## src/design/cle_pkg.sv

```systemverilog
// Shared sizes, command and status codes, and controller/datapath interface types.
package cle_pkg;

  localparam int CAPACITY = 64;
  localparam int SLOT_W   = $clog2(CAPACITY);
  localparam int CNT_W    = $clog2(CAPACITY + 1);
  localparam int VALUE_W  = 32;
  localparam int CMD_W    = 3;
  localparam int STATUS_W = 2;
  localparam int POS_W    = 6;
  localparam int COUNT_W  = 7;
  localparam int IN_TDATA_W  = 32;
  localparam int OUT_TDATA_W = 48;

  localparam logic [CMD_W-1:0] CMD_INS_FRONT = 3'd0;
  localparam logic [CMD_W-1:0] CMD_INS_BACK  = 3'd1;
  localparam logic [CMD_W-1:0] CMD_REMOVE    = 3'd2;
  localparam logic [CMD_W-1:0] CMD_SEARCH    = 3'd3;
  localparam logic [CMD_W-1:0] CMD_ROTATE    = 3'd4;
  localparam logic [CMD_W-1:0] CMD_SEEK      = 3'd5;

  localparam logic [STATUS_W-1:0] ST_OK      = 2'd0;
  localparam logic [STATUS_W-1:0] ST_FULL    = 2'd1;
  localparam logic [STATUS_W-1:0] ST_EMPTY   = 2'd2;
  localparam logic [STATUS_W-1:0] ST_MISSING = 2'd3;

  typedef struct packed {
    logic                set_status;
    logic [STATUS_W-1:0] status_code;
    logic                latch_in;
    logic                scan_inc;
    logic                link_tail_wr;
    logic                place;
    logic                place_front;
    logic                walk_init;
    logic                walk_step;
    logic                remove_apply;
    logic                rotate_apply;
    logic                seek_apply;
    logic                set_pos;
    logic                load_result;
  } cle_cmd_t;

  typedef struct packed {
    logic idx_busy;
    logic empty;
    logic full;
    logic hit;
    logic last;
    logic out_free;
  } cle_sts_t;

endpackage

```

## src/design/cle_ram.sv

```systemverilog
// Generic simple dual-port RAM with registered read.
module cle_ram #(
  parameter int WIDTH = 32,
  parameter int DEPTH = 64
) (
  input  logic                     clk,
  input  logic                     we,
  input  logic [$clog2(DEPTH)-1:0] waddr,
  input  logic [WIDTH-1:0]         wdata,
  input  logic [$clog2(DEPTH)-1:0] raddr,
  output logic [WIDTH-1:0]         rdata
);

  logic [WIDTH-1:0] mem [DEPTH];

  always_ff @(posedge clk) begin
    if (we) begin
      mem[waddr] <= wdata;
    end
    rdata <= mem[raddr];
  end

endmodule

```

## src/design/cle_datapath.sv

```systemverilog
// Datapath: slot memories, pointers, occupancy map, walk registers and result register.
module cle_datapath
  import cle_pkg::*;
(
  input  logic                   clk,
  input  logic                   rst,
  input  cle_cmd_t               c,
  output cle_sts_t               sts,
  input  logic [IN_TDATA_W-1:0]  s_tdata,
  output logic                   m_tvalid,
  input  logic                   m_tready,
  output logic [OUT_TDATA_W-1:0] m_tdata
);

  logic [VALUE_W-1:0]  value_in;
  logic [SLOT_W-1:0]   head;
  logic [SLOT_W-1:0]   tail;
  logic [CNT_W-1:0]    count;
  logic [CAPACITY-1:0] occ;
  logic [SLOT_W-1:0]   idx;
  logic [SLOT_W-1:0]   p;
  logic [SLOT_W-1:0]   q;
  logic [SLOT_W-1:0]   k;
  logic [STATUS_W-1:0] status_r;
  logic [SLOT_W-1:0]   pos_r;

  logic [SLOT_W-1:0]   raddr;
  logic [VALUE_W-1:0]  value_rdata;
  logic [SLOT_W-1:0]   link_rdata;
  logic                link_we;
  logic [SLOT_W-1:0]   link_waddr;
  logic [SLOT_W-1:0]   link_wdata;

  logic [STATUS_W-1:0] out_status;
  logic [POS_W-1:0]    out_pos;
  logic [COUNT_W-1:0]  out_count;
  logic [VALUE_W-1:0]  out_front;

  assign raddr = c.walk_step ? link_rdata : head;

  assign link_we    = c.link_tail_wr | c.place | (c.remove_apply & (count != CNT_W'(1)));
  assign link_waddr = c.place ? idx : tail;

  always_comb begin
    if (c.link_tail_wr) begin
      link_wdata = idx;
    end else if (c.remove_apply) begin
      link_wdata = link_rdata;
    end else if (count == '0) begin
      link_wdata = idx;
    end else begin
      link_wdata = head;
    end
  end

  cle_ram #(.WIDTH(VALUE_W), .DEPTH(CAPACITY)) u_value_ram (
    .clk   (clk),
    .we    (c.place),
    .waddr (idx),
    .wdata (value_in),
    .raddr (raddr),
    .rdata (value_rdata)
  );

  cle_ram #(.WIDTH(SLOT_W), .DEPTH(CAPACITY)) u_link_ram (
    .clk   (clk),
    .we    (link_we),
    .waddr (link_waddr),
    .wdata (link_wdata),
    .raddr (raddr),
    .rdata (link_rdata)
  );

  assign sts.idx_busy = occ[idx];
  assign sts.empty    = (count == '0);
  assign sts.full     = (count == CNT_W'(CAPACITY));
  assign sts.hit      = (value_rdata == value_in);
  assign sts.last     = ((CNT_W'(k) + CNT_W'(1)) == count);
  assign sts.out_free = ~m_tvalid | m_tready;

  always_ff @(posedge clk) begin
    if (rst) begin
      head     <= '0;
      tail     <= '0;
      count    <= '0;
      occ      <= '0;
      m_tvalid <= 1'b0;
    end else begin
      if (c.place) begin
        occ[idx] <= 1'b1;
        count    <= count + CNT_W'(1);
        if (count == '0) begin
          head <= idx;
          tail <= idx;
        end else if (c.place_front) begin
          head <= idx;
        end else begin
          tail <= idx;
        end
      end
      if (c.remove_apply) begin
        occ[head] <= 1'b0;
        count     <= count - CNT_W'(1);
        if (count == CNT_W'(1)) begin
          head <= '0;
          tail <= '0;
        end else begin
          head <= link_rdata;
        end
      end
      if (c.rotate_apply) begin
        tail <= head;
        head <= link_rdata;
      end
      if (c.seek_apply) begin
        head <= p;
        tail <= q;
      end
      if (c.load_result) begin
        m_tvalid <= 1'b1;
      end else if (m_tready) begin
        m_tvalid <= 1'b0;
      end
    end
  end

  assign out_status = status_r;
  assign out_pos    = POS_W'(pos_r);
  assign out_count  = COUNT_W'(count);
  assign out_front  = (count != '0) ? value_rdata : '0;

  always_ff @(posedge clk) begin
    if (c.latch_in) begin
      value_in <= s_tdata;
      idx      <= '0;
      pos_r    <= '0;
    end
    if (c.set_status) begin
      status_r <= c.status_code;
    end
    if (c.scan_inc) begin
      idx <= idx + SLOT_W'(1);
    end
    if (c.walk_init) begin
      p <= head;
      q <= tail;
      k <= '0;
    end
    if (c.walk_step) begin
      p <= link_rdata;
      q <= p;
      k <= k + SLOT_W'(1);
    end
    if (c.set_pos) begin
      pos_r <= k;
    end
    if (c.load_result) begin
      m_tdata <= {1'b0, out_front, out_count, out_pos, out_status};
    end
  end

endmodule

```

## src/design/cle_ctrl.sv

```systemverilog
// Controller: command sequencer driving the list datapath.
module cle_ctrl
  import cle_pkg::*;
(
  input  logic             clk,
  input  logic             rst,
  input  logic             s_tvalid,
  output logic             s_tready,
  input  logic [CMD_W-1:0] s_tuser,
  input  cle_sts_t         sts,
  output cle_cmd_t         c
);

  typedef enum logic [3:0] {
    S_IDLE, S_SCAN, S_LINK, S_WRITE, S_LOAD, S_STEP, S_WALK, S_FRONT, S_DONE
  } state_t;

  state_t           state;
  state_t           state_next;
  logic [CMD_W-1:0] cmd;

  assign s_tready = (state == S_IDLE);

  always_comb begin
    c          = '0;
    state_next = state;
    case (state)
      S_IDLE: begin
        if (s_tvalid) begin
          c.latch_in    = 1'b1;
          c.set_status  = 1'b1;
          c.status_code = ST_OK;
          state_next    = S_FRONT;
          if (s_tuser == CMD_INS_FRONT || s_tuser == CMD_INS_BACK) begin
            if (sts.full) begin
              c.status_code = ST_FULL;
            end else begin
              state_next = S_SCAN;
            end
          end else if (s_tuser inside {CMD_REMOVE, CMD_SEARCH, CMD_ROTATE, CMD_SEEK}) begin
            if (sts.empty) begin
              c.status_code = ST_EMPTY;
            end else begin
              state_next = S_LOAD;
            end
          end
        end
      end
      S_SCAN: begin
        if (sts.idx_busy) begin
          c.scan_inc = 1'b1;
        end else begin
          state_next = sts.empty ? S_WRITE : S_LINK;
        end
      end
      S_LINK: begin
        c.link_tail_wr = 1'b1;
        state_next     = S_WRITE;
      end
      S_WRITE: begin
        c.place       = 1'b1;
        c.place_front = (cmd == CMD_INS_FRONT);
        state_next    = S_FRONT;
      end
      S_LOAD: begin
        c.walk_init = 1'b1;
        state_next  = (cmd == CMD_REMOVE || cmd == CMD_ROTATE) ? S_STEP : S_WALK;
      end
      S_STEP: begin
        c.remove_apply = (cmd == CMD_REMOVE);
        c.rotate_apply = (cmd == CMD_ROTATE);
        state_next     = S_FRONT;
      end
      S_WALK: begin
        if (sts.hit) begin
          c.set_pos    = 1'b1;
          c.seek_apply = (cmd == CMD_SEEK);
          state_next   = S_FRONT;
        end else if (sts.last) begin
          c.set_status  = 1'b1;
          c.status_code = ST_MISSING;
          state_next    = S_FRONT;
        end else begin
          c.walk_step = 1'b1;
        end
      end
      S_FRONT: begin
        state_next = S_DONE;
      end
      S_DONE: begin
        if (sts.out_free) begin
          c.load_result = 1'b1;
          state_next    = S_IDLE;
        end
      end
      default: begin
        state_next = S_IDLE;
      end
    endcase
  end

  always_ff @(posedge clk) begin
    if (rst) begin
      state <= S_IDLE;
    end else begin
      state <= state_next;
      if (c.latch_in) begin
        cmd <= s_tuser;
      end
    end
  end

endmodule

```

## src/design/circular_list_engine.sv

```systemverilog
// Top level of the circular list engine: controller, datapath and checks.
//
// Commands arrive on the s_ stream: s_tuser carries the command code, s_tdata the
// signed 32-bit value. Each command yields exactly one transfer on the m_ stream
// carrying status, position, element count and front value.
// The block works on one command at a time; s_tready is high only while idle.
// The time from input transfer to result valid is set by the slot scan and list
// walk; the walk makes one slot-memory read per cycle. Steps per command:
//   insert:            scan for the lowest free slot, link the old tail to it
//                      (skipped into an empty list), then write the slot
//   remove, rotate:    load the head, then unlink or rotate it
//   search, seek:      walk from the head until a match or the last element
//   rejected/empty:    status set directly, with no scan or walk
// The next command can be taken in the cycle after a result is loaded.
// The result sits in an output register; a stalled receiver holds it there and
// the next command is taken meanwhile, its result waiting until the register frees.
// Reset (rst, synchronous) empties the list at once; no clearing pass is needed.
module circular_list_engine
  import cle_pkg::*;
(
  input  logic                   clk,
  input  logic                   rst,
  input  logic                   s_tvalid,
  output logic                   s_tready,
  input  logic [IN_TDATA_W-1:0]  s_tdata,   // value[31:0]
  input  logic [CMD_W-1:0]       s_tuser,   // command[2:0]
  output logic                   m_tvalid,
  input  logic                   m_tready,
  output logic [OUT_TDATA_W-1:0] m_tdata    // status[1:0], position[7:2], count[14:8],
                                            // front_value[46:15], zero[47]
);

  cle_cmd_t c;
  cle_sts_t sts;

  cle_ctrl u_ctrl (
    .clk      (clk),
    .rst      (rst),
    .s_tvalid (s_tvalid),
    .s_tready (s_tready),
    .s_tuser  (s_tuser),
    .sts      (sts),
    .c        (c)
  );

  cle_datapath u_datapath (
    .clk      (clk),
    .rst      (rst),
    .c        (c),
    .sts      (sts),
    .s_tdata  (s_tdata),
    .m_tvalid (m_tvalid),
    .m_tready (m_tready),
    .m_tdata  (m_tdata)
  );

`ifndef NO_ASSERTIONS
  a_place_free_slot: assert property (@(posedge clk) disable iff (rst)
    c.place |-> !sts.idx_busy)
    else $error("insert writes an occupied slot");

  a_walk_no_overrun: assert property (@(posedge clk) disable iff (rst)
    c.walk_step |-> (!sts.hit && !sts.last))
    else $error("walk advances past a match or the last element");

  a_one_at_a_time: assert property (@(posedge clk) disable iff (rst)
    (s_tvalid && s_tready) |=> !s_tready)
    else $error("second command taken while one is in progress");

  a_full_count: assert property (@(posedge clk) disable iff (rst)
    c.load_result && (c.status_code == ST_FULL || !c.set_status) && sts.full
    |=> (m_tdata[14:8] == COUNT_W'(CAPACITY)))
    else $error("full list reports wrong count");
`endif

endmodule
```

## config.mk

```make
export PLATFORM = sky130hd
export DESIGN_NAME = circular_list_engine
export DESIGN_NICKNAME = d
export VERILOG_FILES = /design/src/design/cle_pkg.sv /design/src/design/cle_ram.sv /design/src/design/cle_datapath.sv /design/src/design/cle_ctrl.sv /design/src/design/circular_list_engine.sv
export SDC_FILE = /design/constraint.sdc
export NUM_CORES = 2
export LEC_CHECK = 0
export BUFFER_PORTS_ARGS = -buffer_cell sky130_fd_sc_hd__buf_4
export CAP_MARGIN = 20
export CORE_MARGIN = 2
export CORE_UTILIZATION = 35
export CTS_BUF_LIST = sky130_fd_sc_hd__clkbuf_16
export DETAILED_ROUTE_END_ITERATION = 10
export GPL_TIMING_DRIVEN = 1
export PLACE_DENSITY = 0.48
export SLEW_MARGIN = 20
export SYNTH_ARGS = -nofsm -noshare
export SYNTH_HDL_FRONTEND = slang
export SYNTH_SLANG_ARGS = --single-unit
```

## constraint.sdc

```tcl
create_clock -name clk -period 5.51 [get_ports clk]
set_input_delay 0.8265 -clock clk [delete_from_list [all_inputs] [get_ports clk]]
set_output_delay 0.8265 -clock clk [all_outputs]
set_load 0.005 [all_outputs]
```

==> results.toml <==
[outcome]
status = "completed"

[sta]
fin_crit_ns = 5.34
hold_viol_final = 0
fin_crit_sh_pct = 96.9
tightest_slew_ns = 1.14
fin_tns_setup_ns = 0
final_max_slew_viol_count = 0
setup_viol = 0
hold_ws_ns = 0.113
clock_skew_ns = 0.0544
fmax_mhz = 187
slew_headroom_pct = 24.2
rsz0062_at_grt = "no"

[setup_path]
reg2reg_to = "u_datapath.u_value_ram.rdata[6]"
crit_end = "u_datapath.u_value_ram.rdata[6]"
arrival_ns = 6.09
crit_start = "u_datapath.u_value_ram.rdata[11]"
worst_setup_path_end_kind = "register"
r2r_slack_ns = 0.17
crit_required_ns = 6.26
worst-path-max-fanout = 47
crit_type = "reg -> reg"
r2r-start = "u_datapath.u_value_ram.rdata[11]"
rr_worst_depth = 14
start_kind = "register"

[power]
p_per_area_nw_per_um2 = 495
power_mw = 62.1
p_int_mw = 40.4
p_switching_mw = 21.6
ir_drop_mv = 0.324
seq_power_share_pct = 40.5
p_leak_nw = 42.7
swShare_pct = 34.9
clkPwrFrac_pct = 31.3
combPwrFrac_pct = 28.3

[cells_and_area]
syn_to_final_growth_pct = 16.1
drive_gt1_share_pct = 13.8
fillers = 28072
finalNetCount = 7613
utilization_pct = 40.9

[synth]
syn_nets = 7410
yosysUniqueCellTypes = 80
synth_top_area_share_pct = 70.8
ys_seq_elements = 2672
yosysSeqAreaShare_pct = 73.2
synth_common_cells = "2546 x edfxtp_1, 856 x nand2_1, 455 x mux2i_1"
synth_top_flop_cell = "edfxtp_1"
avgSynthCellArea_um2 = 14.7
synth_most_common_cell = "edfxtp_1"
synth_area_leaders = "edfxtp_1 71%, mux2i_1 4.2%, nand2_1 3.0%"
synth.cell_area_um2 = 108000
ys_warn_count = 0
synth_top_area_cell = "edfxtp_1"
synthArstFlopShare_pct = 0
synthCells = 7366
synth-edff-count = 2546

[grt]
grt_start_max_net_pins = 110
grt_pass1_wl_mm = 542
busiest_layer = "met2"
grt-ovfl-total = 0
grt_pass1_vias = 66713
grt_use_met3_pct = 3.97
grt.total_usage_pct = 24.3
met2_usage_pct = 37.9
gr-usage-met1_pct = 34.9
antenna_found_initial = 39

[clock_network]
clk_latency_ns = 0.90
cts-hold-fix-buffers = 0
clock-sinks = 2672
cts-root-buf = "clkbuf_16"
clockBufferDepth = 4
cts_made_buffers = 302
cts_setup_buffers = 0
cts_tree = "built"
htreeDepth = 5
clk_pin_slew_ns = 0.06

[floorplanning]
fp.dieW_um = 559
die_y_um = 559
rows = 203
start_util_pct = 35.2
io_pins = 89
core_um2 = 306000
dieArea_um2 = 313000

[placement]
port_buffers = 87
dp.final_hpwl_mm = 234
gp_congestion = 0.845

[route]
wl_per_cell_um = 32.9
firstDrtPassIters = 6
first_iter_violations = 8242
drc = 0
vias = 69695
ant_nets = 0
wl_mm = 392
avgViaCountPerCell = 5.85

[flow_run]
drv_cap = 0

[min_path]
hp-class = "in -> reg"
==> critical path, cell delays in order, from the launching register on <==
cell	delay (ns)
dfxtp_1	0.82
xnor2_1	0.26
nand4_1	0.21
nor4_2	0.54
buf_4	0.24
a21boi_4	0.16
buf_4	0.26
a21boi_4	0.45
nor2_2	0.12
inv_6	0.53
buf_12	0.29
a211oi_1	0.11
o21ai_0	0.22
a211o_1	0.41
nor4bb_1	0.48
==> logic make-up (layout without fill, tap and decap cells) <==
group / Yosys count / count (layout) / synth area share (%)
flip-flops: 2672 / 2672 / 73.2
AND/OR/NAND/NOR: 1927 / 1927 / 8.25
AO/OA/AOI/OAI: 1595 / 1595 / 10.9
buffers and inverters: 606 / 1051 / 2.46
multiplexers: 503 / 503 / 4.74
XOR/XNOR: 57 / 57 / 0.476
adder cells (fa/ha/maj): 5 / 5 / 0.0579
other: 1 / 9 / 0.00347
==> final cells by class <==
type,instances,area [um^2],area share (%)
clock inverter,233,1610,1.28
tap,4100,5130,4.09
sequential,2672,79000,63.0
clock buffer,313,7830,6.25
antenna,8,20.0,0.0160
timing repair buffer,471,4440,3.54
inverter,34,161,0.129
multi-input combinational,4088,27200,21.7
==> sequential cells by signal (all words and copies together), names as in the netlist, 7 cells and up <==
signal                        flops
u_datapath.u_value_ram.mem     2048
u_datapath.occ                   64
u_datapath.count                  7
u_datapath.m_tdata               47
u_datapath.u_link_ram.mem       384
u_datapath.u_value_ram.rdata     32
u_datapath.value_in              32
==> per-layer routing <==
| metal | wire (um) | part of all wire, % |
|---|---|---|
| met5 | 122 | 0.031 |
| met1 | 170000 | 43 |
| met4 | 11700 | 3.0 |
| met2 | 178000 | 45 |
| met3 | 32000 | 8.2 |
==> power by group through the flow <==
stage / combinational (mW) / clock [mW] / sequential, mW
2_1_floorplan: 9.14 / 0 / 25.2
3_3_place_gp: 17.3 / 0 / 25.5
3_5_place_dp: 17.4 / 0 / 25.5
4_1_cts: 17.4 / 19.7 / 25.1
5_1_grt: 18.4 / 20.5 / 25.1
6_report: 17.6 / 19.4 / 25.1
==> cells in the final DEF, fill, tap and decap left out, types with 32 or more instances in the layout <==
| cell type | synthesis | routed |
|---|---|---|
| edfxtp_1 | 2546 | 2546 |
| nand2_1 | 856 | 855 |
| mux2i_1 | 455 | 452 |
| buf_4 | 26 | 399 |
| nand3_1 | 358 | 356 |
| clkbuf_16 | 0 | 313 |
| a211oi_1 | 282 | 282 |
| o21ai_0 | 269 | 266 |
| and3_1 | 222 | 222 |
| nor2_1 | 278 | 212 |
| a21oi_1 | 140 | 133 |
| a31oi_1 | 125 | 123 |
| dfxtp_1 | 126 | 123 |
| inv_1 | 30 | 111 |
| o221ai_1 | 84 | 84 |
| clkinv_1 | 0 | 76 |
| a311oi_1 | 76 | 76 |
| a221oi_1 | 75 | 75 |
| o22ai_1 | 74 | 74 |
| buf_12 | 0 | 70 |
| nand2b_1 | 68 | 68 |
| a211o_1 | 68 | 68 |
| nor2_4 | 0 | 65 |
| a311o_1 | 62 | 62 |
| a22oi_1 | 54 | 54 |
| o221a_2 | 47 | 47 |
| xnor2_1 | 47 | 46 |
| and2_1 | 42 | 41 |
| o211ai_1 | 38 | 38 |
| mux2_2 | 37 | 37 |
| clkinv_2 | 1 | 32 |
==> how the worst min path moves through the flow <==
stage | from | end | slack [ns] | depth (start not counted)
detailed placement | u_datapath.out_pos[4] | u_datapath.m_tdata[6] | 0.41 | 0
floorplan | u_datapath.out_status[0] | u_datapath.m_tdata[0] | 0.40 | 0
finish | s_tuser[0] | u_ctrl.cmd[0] | 0.11 | 1
global placement | u_datapath.out_pos[4] | u_datapath.m_tdata[6] | 0.45 | 0
CTS | s_tuser[0] | u_ctrl.cmd[0] | 0.05 | 1
global route | s_tuser[0] | u_ctrl.cmd[0] | 0.08 | 1
==> per-stage QoR <==
step                cells  area, um^2  setup slack [ns]
finish              11919      125000             0.171
global route        11913      125000            0.0575
CTS                 11909      125000             0.154
detailed placement  11363      116000             0.154
global placement    11362      116000             0.160
floorplan            7366      108000              1.44
==> what timing repair did <==
| item | in CTS | in global routing |
|---|---|---|
| hold endpoints to repair | 0 | 0 |
| gates resized for setup | 0 | 1 |
| setup endpoints to repair | 0 | 1 |
(Power assumes the default switching activity.)
